[src/design/assert_macros.svh]
// ---------------------------------------------------------------------------
// Assertion macros
// Shared concurrent assertion forms, clocked on clk and disabled in rst.
// ---------------------------------------------------------------------------
`ifndef ASSERT_MACROS_SVH
`define ASSERT_MACROS_SVH

// Property holds at every clock edge.
`define ASSERT_ALWAYS(label, prop) \
  label: assert property (@(posedge clk) disable iff (rst) (prop)) \
    else $error("assertion failed");

// Antecedent implies consequent in the same cycle.
`define ASSERT_IMPL(label, ante, cons) \
  label: assert property (@(posedge clk) disable iff (rst) (ante) |-> (cons)) \
    else $error("assertion failed");

// Antecedent implies consequent in the next cycle.
`define ASSERT_NEXT(label, ante, cons) \
  label: assert property (@(posedge clk) disable iff (rst) (ante) |=> (cons)) \
    else $error("assertion failed");

`endif

[src/design/pxe_pkg.sv]
// ---------------------------------------------------------------------------
// Postfix evaluator package
// Token and result request types, codes and cell control.
// ---------------------------------------------------------------------------
package pxe_pkg;

  localparam int WORD_W = 32;

  typedef logic [WORD_W-1:0] word_t;

  localparam logic [1:0] KIND_NUMBER   = 2'd0;
  localparam logic [1:0] KIND_OPERATOR = 2'd1;

  localparam logic [1:0] OP_ADD = 2'd0;
  localparam logic [1:0] OP_SUB = 2'd1;
  localparam logic [1:0] OP_MUL = 2'd2;
  localparam logic [1:0] OP_DIV = 2'd3;

  localparam logic [2:0] ST_OK            = 3'd0;
  localparam logic [2:0] ST_FEW_OPERANDS  = 3'd1;
  localparam logic [2:0] ST_DIV_ZERO      = 3'd2;
  localparam logic [2:0] ST_UNEXPECTED    = 3'd3;
  localparam logic [2:0] ST_FEW_OPERATORS = 3'd4;
  localparam logic [2:0] ST_OVERFLOW      = 3'd5;

  typedef struct packed {
    logic [1:0]         token_kind;
    logic signed [31:0] number_value;
    logic [1:0]         op_code;
    logic               last_token;
  } tok_req_t;

  typedef struct packed {
    logic signed [31:0] result_value;
    logic [2:0]         status;
  } res_req_t;

  typedef struct packed {
    logic push;
    logic pop;
  } cell_ctl_t;

endpackage

[src/design/pxe_cell.sv]
// ---------------------------------------------------------------------------
// Stack cell
// One operand word; shifts deeper on push, shallower on pop.
// ---------------------------------------------------------------------------
module pxe_cell (
  input  logic              clk,
  input  pxe_pkg::cell_ctl_t ctl,
  input  pxe_pkg::word_t    prev,
  input  pxe_pkg::word_t    next,
  output pxe_pkg::word_t    q
);

  always_ff @(posedge clk) begin
    if (ctl.push) begin
      q <= prev;
    end else if (ctl.pop) begin
      q <= next;
    end
  end

endmodule

[config.mk]
export PLATFORM = sky130hd
export DESIGN_NAME = pxe_cell
export DESIGN_NICKNAME = d
export VERILOG_FILES = /design/src/design/assert_macros.svh /design/src/design/pxe_pkg.sv /design/src/design/pxe_cell.sv
export SDC_FILE = /design/constraint.sdc
export NUM_CORES = 1
export LEC_CHECK = 0
export ABC_AREA = 1
export BUFFER_PORTS_ARGS = -buffer_cell sky130_fd_sc_hd__buf_4
export CAP_MARGIN = 5
export CORE_ASPECT_RATIO = 1.4
export CORE_MARGIN = 10
export CORE_UTILIZATION = 40
export CTS_CLUSTER_SIZE = 20
export DETAILED_ROUTE_END_ITERATION = 16
export PLACE_DENSITY_LB_ADDON = 0.12
export SLEW_MARGIN = 20
export SYNTH_ARGS = -nofsm -noshare
export SYNTH_HDL_FRONTEND = slang
export SYNTH_SLANG_ARGS = --single-unit
[constraint.sdc]
create_clock -name clk -period 1.81 [get_ports clk]
set_clock_uncertainty 0.15 [all_clocks]
set_input_delay 0.543 -clock clk [delete_from_list [all_inputs] [get_ports clk]]
set_output_delay 0.543 -clock clk [all_outputs]
set_load 0.03 [all_outputs]
==> reports/qor.yml <==
floorplan:
  die_y_microns: 90.0
  rows: 25
  start_util_pct: 41.5
  die_x_microns: 70.0
  ios: 99
  core-area_sq_mm: 0.00338
  die_area_sq_mm: 0.00630
power_and_ir_drop:
  swShare_pct: 28.3
  p_int_mw: 1.40
  leakagePower_nw: 1.15
  p_switching_mw: 0.550
  pwr-share-seq_pct: 48.0
  p_comb_share_pct: 26.0
  ir_worst_vdd_v: 0.000612
  p_per_area_mw_per_mm2: 871
  p_clk_share_pct: 26.1
critical_path:
  critPathTopFamily: "flip-flops"
  slowest_delay_ns: 0.38
  cpMaxStageDelayCell: "edfxtp_1"
  crit_path_cell_trace: "buf_4"
  critical_path_class: "reg2out"
  cp_num_buf_inv: 1
  crit_cells: 1
  endpoint_kind: "output port"
  path_max_fanout: 1
  critical_path_arrival_ns: 0.84
  cp.required_ns: 1.12
  start_kind: "flip-flop"
sta:
  setup_viol: 0
  rsz0062_at_grt: "no"
  final-max-slew-violation-count: 0
  max_freq_ghz: 0.651
  period_needed_ns: 1.54
  relSlewSlack_pct: 79.2
  finalHoldViolCount: 0
  worstMarginPinSlew_ns: 0.311
  worst_slack_ns: 0.275
  finalCritPeriodShare_pct: 84.8
  tns_ns: 0
synth:
  synthMuxAreaShare_pct: 0
  synthAdderAreaFrac_pct: 0
  synth_seq_area_share_pct: 68.6
  syn_area_per_cell_sq_um: 10.2
  syn_area_sq_mm: 0.00140
  synth_nets: 204
  synth_top_family_by_area: "simple AND/OR/NAND/NOR gates"
  synth-xor-area-share_pct: 0
  ys_ff_latch: 32
  synthSimpleGateAreaFrac_pct: 26.2
  synth_compound_area_share_pct: 0
  yosysUniqueCellTypes: 6
  yosysWarnings: 0
  syn_inst: 137
cells_and_area:
  top_regs: "q (32)"
  largest_reg_flops: 32
  area_growth_pct: 59.5
  fin_cells: 279
  top_register: "q"
  drive_gt1_share_pct: 45.2
  diodes: 0
  nNetsFinal: 305
  num-fill-cells: 272
clocking:
  cts_tree: "built"
  cts_hold_buf: 0
  clk_path_buf_depth: 2
  post_cts_buffers: 0
  ctsResizeCount: 0
  htreeDepth: 2
  cts_root_buf: "clkbuf_8"
  numCtsBuffers: 5
  clock-sinks: 32
  clk_pin_slew_ns: 0.06
placed_design:
  place_inst: 271
  hpwl_microns: 3400
  portBuffers: 98
  pre_cts_ws_ns: 0.165
  gp_congestion: 0.795
grt:
  grt.total_usage_pct: 13.4
  grt_pass1_vias: 1368
  grt_max_degree: 33
  grt_overflow_total: 0
  use_met1_pct: 13.5
  grt.busiest_layer: "met2"
  met2_usage_pct: 22.2
  use_met3_pct: 8.03
  grt_pass1_wl_microns: 6800
  antenna_found_initial: 0
detailed_routing:
  via_count: 1295
  final_antenna_net_count: 0
  drt-initial-drc-count: 50
  route.detailed.drc: 0
  viasPerCell: 4.64
  drt_wl_total_microns: 4340
  wl_per_cell_microns: 15.6
  drt_first_pass_iters: 4
min_path:
  min_path_cells: 3
  hold_path_class: "in2reg"
outcome:
  outcome: "complete, no violations"
job:
  max_cap_violations: 0
==> stage by stage <==
| step | power [mW] | cell area [sq um] | hold WS [ns] | utilization [%] |
|---|---|---|---|---|
| after floorplan | 1.21 | 1400 | 0.572 | - |
| after global placement | 1.45 | 2150 | 0.656 | 63.8 |
| after detailed placement | 1.46 | 2150 | 0.660 | 63.8 |
| after CTS | 1.97 | 2230 | 0.367 | 66.1 |
| after global routing | 2.04 | 2230 | 0.360 | 66.1 |
| final | 1.95 | 2230 | 0.379 | 66.1 |
==> Yosys cell counts <==
cell      count  area share [%]
edfxtp_1     32              69
inv_4         1            0.45
buf_6         4             3.2
buf_4         3             1.6
or2_2         1            0.45
nand2_1      96              26
==> area by class of cell <==
cell class                      instances  area, sq um  area share [%]
Inverter                                1         6.26           0.280
Timing Repair Buffer                  101          771            34.5
Clock inverter                          1         3.75           0.168
Clock buffer                            7         76.3            3.42
Tap cell                               40         50.0            2.24
Multi-Input combinational cell         97          367            16.4
Sequential cell                        32          961            43.0
==> placed cells by master, fill, tap and decap left out <==
cell type  synthesis  final
buf_4              3    100
nand2_1           96     96
edfxtp_1          32     32
clkbuf_8           0      5
clkbuf_1           0      2
inv_4              1      1
or2_2              1      1
clkinv_1           0      1
buf_12             0      1
==> layer usage <==
layer / wire, microns / vias to the layer above
met1: 1510 / 580
met4: 49 / 0
met5: 0 / -
met2: 2250 / 73
met3: 535 / 5
li1: - / 637
==> logic make-up after synthesis <==
kind of cell | Yosys count
buffers and inverters | 8
flip-flops | 32
AND/OR/NAND/NOR | 97
==> path summary, 6_finish.rpt <==
kind / from / endpoint / slack (ns)
worst max-delay path: q[17]$_DFFE_PP_ / q[17] / 0.27
worst min-delay path: next[8] / q[8]$_DFFE_PP_ / 0.38
==> power by group through the flow <==
| stage | logic, mW | clock network [mW] | registers (mW) |
|---|---|---|---|
| after floorplan | 0.0880 | 0 | 1.12 |
| after global placement | 0.501 | 0 | 0.947 |
| after detailed placement | 0.512 | 0 | 0.949 |
| after CTS | 0.513 | 0.525 | 0.934 |
| after global routing | 0.538 | 0.563 | 0.941 |
| final | 0.505 | 0.507 | 0.933 |
(Power assumes the default switching activity.)
