==> src/design/assert_macros.svh <==
// ---------------------------------------------------------------------------
// Assertion macros
// Shared concurrent assertion forms, clocked on clk and disabled in rst.
// ---------------------------------------------------------------------------
`ifndef ASSERT_MACROS_SVH
`define ASSERT_MACROS_SVH

// Property holds at every clock edge.
`define ASSERT_ALWAYS(label, prop) \
  label: assert property (@(posedge clk) disable iff (rst) (prop)) \
    else $error("assertion failed");

// Antecedent implies consequent in the same cycle.
`define ASSERT_IMPL(label, ante, cons) \
  label: assert property (@(posedge clk) disable iff (rst) (ante) |-> (cons)) \
    else $error("assertion failed");

// Antecedent implies consequent in the next cycle.
`define ASSERT_NEXT(label, ante, cons) \
  label: assert property (@(posedge clk) disable iff (rst) (ante) |=> (cons)) \
    else $error("assertion failed");

`endif

==> src/design/pxe_pkg.sv <==
// ---------------------------------------------------------------------------
// Postfix evaluator package
// Token and result request types, codes and cell control.
// ---------------------------------------------------------------------------
package pxe_pkg;

  localparam int WORD_W = 32;

  typedef logic [WORD_W-1:0] word_t;

  localparam logic [1:0] KIND_NUMBER   = 2'd0;
  localparam logic [1:0] KIND_OPERATOR = 2'd1;

  localparam logic [1:0] OP_ADD = 2'd0;
  localparam logic [1:0] OP_SUB = 2'd1;
  localparam logic [1:0] OP_MUL = 2'd2;
  localparam logic [1:0] OP_DIV = 2'd3;

  localparam logic [2:0] ST_OK            = 3'd0;
  localparam logic [2:0] ST_FEW_OPERANDS  = 3'd1;
  localparam logic [2:0] ST_DIV_ZERO      = 3'd2;
  localparam logic [2:0] ST_UNEXPECTED    = 3'd3;
  localparam logic [2:0] ST_FEW_OPERATORS = 3'd4;
  localparam logic [2:0] ST_OVERFLOW      = 3'd5;

  typedef struct packed {
    logic [1:0]         token_kind;
    logic signed [31:0] number_value;
    logic [1:0]         op_code;
    logic               last_token;
  } tok_req_t;

  typedef struct packed {
    logic signed [31:0] result_value;
    logic [2:0]         status;
  } res_req_t;

  typedef struct packed {
    logic push;
    logic pop;
  } cell_ctl_t;

endpackage

==> src/design/pxe_div.sv <==
// ---------------------------------------------------------------------------
// Signed divider
// Restoring divider, one quotient bit per cycle, truncating toward zero.
// ---------------------------------------------------------------------------
`include "assert_macros.svh"

module pxe_div (
  input  logic           clk,
  input  logic           rst,
  input  logic           start,
  input  pxe_pkg::word_t dividend,
  input  pxe_pkg::word_t divisor,
  output logic           done,
  output pxe_pkg::word_t quotient
);

  localparam int STEPS = pxe_pkg::WORD_W;
  localparam int CNT_W = $clog2(STEPS);

  logic                      busy;
  logic [CNT_W-1:0]          cnt;
  pxe_pkg::word_t            rem;
  pxe_pkg::word_t            quo;
  pxe_pkg::word_t            dvs;
  logic                      neg;
  logic [pxe_pkg::WORD_W:0]  rem_sh;
  logic [pxe_pkg::WORD_W:0]  diff;
  pxe_pkg::word_t            mag_a;
  pxe_pkg::word_t            mag_b;

  assign mag_a  = dividend[pxe_pkg::WORD_W-1] ? -dividend : dividend;
  assign mag_b  = divisor[pxe_pkg::WORD_W-1] ? -divisor : divisor;
  assign rem_sh = {rem, quo[pxe_pkg::WORD_W-1]};
  assign diff   = rem_sh - {1'b0, dvs};
  assign quotient = neg ? -quo : quo;

  always_ff @(posedge clk) begin
    if (rst) begin
      busy <= 1'b0;
      done <= 1'b0;
    end else begin
      done <= 1'b0;
      if (start) begin
        busy <= 1'b1;
        cnt  <= '0;
        rem  <= '0;
        quo  <= mag_a;
        dvs  <= mag_b;
        neg  <= dividend[pxe_pkg::WORD_W-1] ^ divisor[pxe_pkg::WORD_W-1];
      end else if (busy) begin
        if (!diff[pxe_pkg::WORD_W]) begin
          rem <= diff[pxe_pkg::WORD_W-1:0];
          quo <= {quo[pxe_pkg::WORD_W-2:0], 1'b1};
        end else begin
          rem <= rem_sh[pxe_pkg::WORD_W-1:0];
          quo <= {quo[pxe_pkg::WORD_W-2:0], 1'b0};
        end
        cnt <= cnt + CNT_W'(1);
        if (cnt == CNT_W'(STEPS - 1)) begin
          busy <= 1'b0;
          done <= 1'b1;
        end
      end
    end
  end

  `ASSERT_IMPL(a_start_idle, start, !busy)
  `ASSERT_NEXT(a_start_busy, start, busy)
  `ASSERT_NEXT(a_done_once, done, !done)

endmodule

==> config.mk <==
export PLATFORM = sky130hd
export DESIGN_NAME = pxe_div
export DESIGN_NICKNAME = d
export VERILOG_FILES = /design/src/design/pxe_pkg.sv /design/src/design/pxe_div.sv
export VERILOG_INCLUDE_DIRS = /design/src /design/src/design
export SDC_FILE = /design/constraint.sdc
export NUM_CORES = 1
export LEC_CHECK = 0
export BUFFER_PORTS_ARGS = -buffer_cell sky130_fd_sc_hd__clkbuf_2
export CAP_MARGIN = 10
export CORE_ASPECT_RATIO = 0.6
export CORE_MARGIN = 1.5
export CORE_UTILIZATION = 45
export CTS_CLUSTER_SIZE = 8
export DETAILED_ROUTE_END_ITERATION = 8
export PLACE_DENSITY_LB_ADDON = 0.2
export SLEW_MARGIN = 0
export SYNTH_ARGS = -nofsm -noshare
export SYNTH_HDL_FRONTEND = slang
export SYNTH_SLANG_ARGS = --single-unit
export TNS_END_PERCENT = 5
==> constraint.sdc <==
create_clock -name clk -period 15.1 [get_ports clk]
set_input_delay 3.02 -clock clk [delete_from_list [all_inputs] [get_ports clk]]
set_output_delay 3.02 -clock clk [all_outputs]
set_load 0.005 [all_outputs]
==> summary.txt, run 1 <==
Leak: 3.43 nW
Antenna diode count: 0
Commonest non-fill, non-tap cell in the layout: edfxtp_1
GPL Wtd Cong: 0.903
Initial antenna violation count: 0
Hold Crit Class: reg2reg
Core Region: 17200 um2
Maximum root-to-sink buffer count: 2
WP data required: 12080 ps
Clock Skew: 9.45 ps
CTS root buf: clkbuf_16
IO Count: 100
Max Clk Rate: 0.154 GHz
Async SR Flop Fraction: 0
Final hold viol count: 0
Buffers on Ports: 99
Area grow syn2layout: 12.7%
Mapped cell area: 7910 um2
Slew margin rel.: 0.294
HPWL Detailed: 15400 um
Synth Warn #: 0
Crit. End Element: output pin
Max_cap viols: 0
Final worst path period share: 0.429
P per Cell Area: 98.6 nW/um2
CTS tree: yes
CTS buffer count: 9
WS Path Type: reg2out
Total track usage: 0.225
ANT nets after route: 0
Most frequent cells in the layout: 102 x edfxtp_1, 98 x clkbuf_2, 82 x a21oi_1
Setup bufs post-CTS: 0
RSZ-0062 raised after global routing: no
Share of layout cells above drive strength 1: 0.162
First-pass DRT Iterations: 5
DR DRC count: 0
WL final: 20200 um
Worst Path Arrival: 3460 ps
Vias in the first global route: 5905
CP Max Fanout: 4
Worst-margin pin slew: 1060 ps
Die W: 174 um
H-tree depth: 3
Vias per cell: 5.72
Tmin final: 6480 ps
FF+latch count, synth: 104
Core Rows: 37
Ranking of synthesized cells by area: edfxtp_1 39%, xnor2_1 8.3%, ha_1 5.9%
Area share of the largest cell type after synthesis: 0.387
Seq/Total Area, Yosys: 0.393
Yosys cell types: 67
GR Overflow Total: 0
Cells after synthesis: 857
Synth area leader: edfxtp_1
Initial Util: 0.460
Setup TNS: 0 ps
Util after Layout: 0.519
Clk_lat worst skew: 360 ps
Slack of the critical path: 8620 ps
DRT iter0 DRCs: 679
Post-cts sizing count: 0
Via Count: 6749
Post-synth EDFFs: 102
Clock slew at reported path FFs: 80 ps
Status: finished, final reports clean
CTS Hold Buffers Added: 0
Most used flip-flop cell after synthesis: edfxtp_1
Mapped Nets: 962
Startpoint types: register
Syn avg cell area: 9.22 um2
Clk sinks: 104
Die Span Y: 106 um
Peak VDD IR: 0.0589 mV
Net count, final: 1045
Die Area: 18400 um2
Worst slack at placement: 9040 ps
Avg WL per Cell: 17.1 um
Setup violators final: 0
Largest net degree at the start of global routing: 49
First-pass GRT wire length: 32300 um
Final Max Tran Viols: 0
[per-layer routing]
metal	routed length, um	vias to the layer above	track usage	part of all wire
li1	-	3341	-	-
met1	11100	3124	0.394	0.55
met2	7160	270	0.266	0.35
met3	1790	14	0.0390	0.089
met4	154	0	0.0480	0.0076
met5	0	-	0	0
[worst paths after layout]
| path | slack, ps | from | to | depth (start not counted) |
|---|---|---|---|---|
| max reg2reg | 10790 | quo[31] | rem[24] | 12 |
| max | 8620 | quo[4] | quotient[28] | 9 |
| min | 470 | busy | done | 1 |
| min reg2reg | 470 | busy | done | 1 |
[power by group]
group / switching, W / total [W] / leakage, nW / internal [W]
clock: 0.000111 / 0.000224 / 0.138 / 0.000113
combinational: 0.000164 / 0.000281 / 2.30 / 0.000117
sequential: 0.0000208 / 0.000373 / 0.990 / 0.000352
total: 0.000296 / 0.000878 / 3.43 / 0.000583
[critical path, stage by stage, from the launching register on]
cell	delay, ps
edfxtp_1	450
or4_1	540
nor2_1	140
nand2_1	120
or4_4	560
or4_4	520
nand2b_4	180
o31ai_1	300
xnor2_1	160
clkbuf_2	130
[registers in the layout, indices dropped and copies added (netlist names)]
name  flops
dvs      32
quo      32
rem      32
cnt       5
busy      1
done      1
neg       1
[synth_stat cells (3+ instances only)]
| cell | number |
|---|---|
| inv_1 | 49 |
| or4_4 | 3 |
| nor2b_1 | 12 |
| xnor2_1 | 75 |
| a31oi_1 | 3 |
| nand2_1 | 64 |
| a21o_1 | 12 |
| a21oi_1 | 82 |
| nand2b_1 | 6 |
| o211ai_1 | 3 |
| ha_1 | 37 |
| a211oi_1 | 5 |
| or4_1 | 15 |
| nor4_1 | 10 |
| and2_1 | 3 |
| o21a_1 | 11 |
| mux2_2 | 7 |
| xor2_1 | 33 |
| or4b_2 | 5 |
| o2111ai_1 | 3 |
| nand3_1 | 21 |
| o31ai_1 | 30 |
| nor2_1 | 67 |
| o21ai_0 | 69 |
| o41ai_1 | 9 |
| edfxtp_1 | 102 |
| nand4_1 | 9 |
| buf_1 | 3 |
| nor3_1 | 19 |
| o21bai_1 | 3 |
| or3_4 | 3 |
| or3_1 | 9 |
| clkbuf_1 | 28 |
[layout make-up]
type | count | area, um2
fill | 1600 | 8270
multi-input combinational | 670 | 4500
clock inverter | 7 | 55.1
sequential | 104 | 3100
inverter | 49 | 184
tap | 234 | 293
timing repair buffer | 106 | 548
clock buffer | 9 | 225
[stage by stage]
stage,hold WS (ps),total power [W],instance area (um2),std cells
3_5_place_dp,455,0.000654,8630,1163
2_1_floorplan,444,0.000570,7910,857
5_1_grt,474,0.000926,8910,1179
4_1_cts,472,0.000878,8910,1179
6_report,468,0.000878,8910,1179
3_3_place_gp,465,0.000652,8630,1163
[logic make-up (layout without fill, tap and decap cells)]
| logic type | Yosys count | count (layout) | synth area share |
|---|---|---|---|
| AO/OA/AOI/OAI | 255 | 255 | 0.203 |
| XOR/XNOR | 108 | 108 | 0.120 |
| AND/OR/NAND/NOR | 259 | 259 | 0.170 |
| multiplexers | 10 | 10 | 0.0144 |
| buffers and inverters | 83 | 171 | 0.0402 |
| flip-flops | 104 | 104 | 0.393 |
| adder cells (fa/ha/maj) | 38 | 38 | 0.0611 |
No activity file was read; power rests on OpenSTA's default activity.
==> inputs of run 2 (changes only) <==
Settings changed: ABC_AREA set to 1.
Clock period 15.1 ns to 6.6 ns, I/O delays scaled along.
==> summary.txt, run 2 <==
DRT iter0 DRCs: 1085
Crit. End Element: output pin
Die Span Y: 114 um
First-pass GRT wire length: 41300 um
Clk sinks: 104
Max Clk Rate: 0.268 GHz
Largest net degree at the start of global routing: 85
Final hold viol count: 0
Synth Area in Simple Gates: 0.348
Worst Path Arrival: 2410 ps
Synth Warn #: 0
Share of layout cells above drive strength 1: 0.102
Setup bufs post-CTS: 0
WP data required: 5280 ps
Delay-heaviest family, CP: simple AND/OR/NAND/NOR gates
DRT met1 WL: 14300 um
Comb pwr share: 0.377
H-tree depth: 3
Clk pwr share: 0.241
Mapped cell area: 9270 um2
First-pass DRT Iterations: 5
Min-Delay Path Depth: 2
P per Cell Area: 218 nW/um2
CTS buffer count: 9
Seq pwr share: 0.382
RSZ-0062 raised after global routing: no
Antenna diode count: 0
DR DRC count: 0
Commonest non-fill, non-tap cell in the layout: nand2_1
Synth Area in Compound Gates: 0.0675
Worst path depth: 12
Reg2reg path depth: 17
Most frequent cells in the layout: 446 x nand2_1, 241 x inv_1, 191 x nor2_1
Xor and xnor area share after synthesis: 0.0803
CP bufs+invs: 2
CTS root buf: clkbuf_16
Die Area: 21500 um2
Most used flip-flop cell after synthesis: edfxtp_1
ANT nets after route: 0
Sw Share: 0.393
Slew margin rel.: 0.218
Final worst path period share: 0.565
GPL Wtd Cong: 0.955
P_sw: 0.000879 W
Core Region: 20100 um2
Startpoint types: register
CTS Hold Buffers Added: 0
Synth cell count leaders: 446 x nand2_1, 242 x inv_1, 192 x nor2_1
Initial Util: 0.461
Worst hold slack: 602 ps
Syn avg cell area: 6.66 um2
Vias per cell: 4.99
Multiplexer share of the synthesized area: 0
Via Count: 8768
Worst path max stage delay: 420 ps
Cells after synthesis: 1392
CP max stage cell: edfxtp_1
HPWL Detailed: 21000 um
Area grow syn2layout: 10.8%
CP most frequent cell: nand2_1
WL met3: 2800 um
Post-synth EDFFs: 102
Leak: 5.36 nW
Status: finished, final reports clean
Yosys cell types: 39
Largest family of logic cells by synthesized area: simple AND/OR/NAND/NOR gates
Maximum root-to-sink buffer count: 2
Setup violators final: 0
Area share of the largest cell type after synthesis: 0.330
Most common cell in the netlist: nand2_1
GR Overflow Total: 0
Vias in the first global route: 7734
Final Max Tran Viols: 0
CP cell instances: inv_1, ha_1, nand2_1, nor2_1, nand2_1, nor2_1, nand2_1, nand2_1, o21ai_2, nor2_1, xnor2_1, clkbuf_2
Ranking of synthesized cells by area: edfxtp_1 33%, nand2_1 18%, inv_1 9.8%
Hold Crit Class: reg2reg
Die W: 188 um
Clock Skew: 12.1 ps
Clk_lat worst skew: 360 ps
Peak VDD IR: 0.160 mV
Buffers on Ports: 99
Internal: 0.00136 W
Initial antenna violation count: 0
Seq/Total Area, Yosys: 0.335
Max_cap viols: 0
Top sig layer: met4
Tmin final: 3730 ps
Pwr Total: 0.00224 W
Mapped Nets: 1497
Avg WL per Cell: 14.9 um
Async SR Flop Fraction: 0
Post-cts sizing count: 0
Total track usage: 0.248
Top Registers: dvs x32, quo x32, rem x32
Net count, final: 1584
WS Path Type: reg2out
CP Max Fanout: 4
Worst-margin pin slew: 1170 ps
Setup TNS: 0 ps
Clock slew at reported path FFs: 80 ps
Synth Area in Adders: 0.0521
WL final: 26200 um
FF+latch count, synth: 104
Core Rows: 40
Synth area leader: edfxtp_1
IO Count: 100
Met2 wire len: 8930 um
CTS tree: yes
-- run 2: cell types whose count changed after synthesis, moves of 17 or more --
cell     previous run  this run
a21oi_1            82        30
inv_1              49       242
nand2_1            64       446
nand3_1            21        66
nor2_1             67       192
o21ai_0            69        52
o31ai_1            30         5
xnor2_1            75        17
xor2_1             33        68
-- run 2: through the flow --
stage / util / area [um2] / setup WS, ps / instances
after global routing: 0.511 / 10300 / 2640 / 1757
after CTS: 0.511 / 10300 / 2900 / 1757
final: 0.511 / 10300 / 2870 / 1757
after global placement: 0.496 / 9980 / 2780 / 1741
after detailed placement: 0.496 / 9980 / 2770 / 1741
after floorplan: - / 9270 / 1030 / 1392
-- run 2: layer usage --
metal,GRT usage,vias up
met5,0,-
met4,0.0317,0
met3,0.0634,11
met2,0.298,339
met1,0.425,3875
li1,-,4543
-- run 2: layout make-up --
class / count / area [um2]
fill: 2021 / 9850
multi-input combinational: 1018 / 5100
sequential: 104 / 3100
inverter: 243 / 912
timing repair buffer: 103 / 526
tap: 273 / 342
clock buffer: 10 / 229
clock inverter: 6 / 61.3
-- run 2: worst paths after layout --
path	from	end	slack [ps]
setup / recovery	quo[0]	quotient[26]	2870
hold / removal	quo[14]	quo[15]	600
setup reg to reg	quo[31]	rem[22]	3400
hold reg to reg	quo[14]	quo[15]	600
-- run 2: kinds of logic after synthesis --
kind of cell	Yosys count
AOI/OAI and AO/OA	112
xor gates and xnor gates	85
adders and majority gates	38
buffers and inverters	270
DFF	104
and+or+nand+nor	783
-- run 2: worst register-to-register path, stage by stage, from the launching register on --
cell,delay [ps]
edfxtp_1,370
inv_1,100
ha_1,250
fa_1,430
inv_1,90
nand2_1,70
nand2_1,120
nand3_1,100
nand2_2,150
nand2_2,70
nand2_2,140
nand2_2,90
nand2_2,70
nand2_1,60
nand2_2,480
nand2_1,210
nand2_1,110
nor2_1,50
-- run 2: power groups by stage --
stage,combinational (W),clock [W],sequential [W]
6_report,0.000844,0.000540,0.000856
2_1_floorplan,0.000604,0,0.000857
3_3_place_gp,0.000818,0,0.000868
4_1_cts,0.000831,0.000550,0.000855
5_1_grt,0.000953,0.000574,0.000863
3_5_place_dp,0.000824,0,0.000870
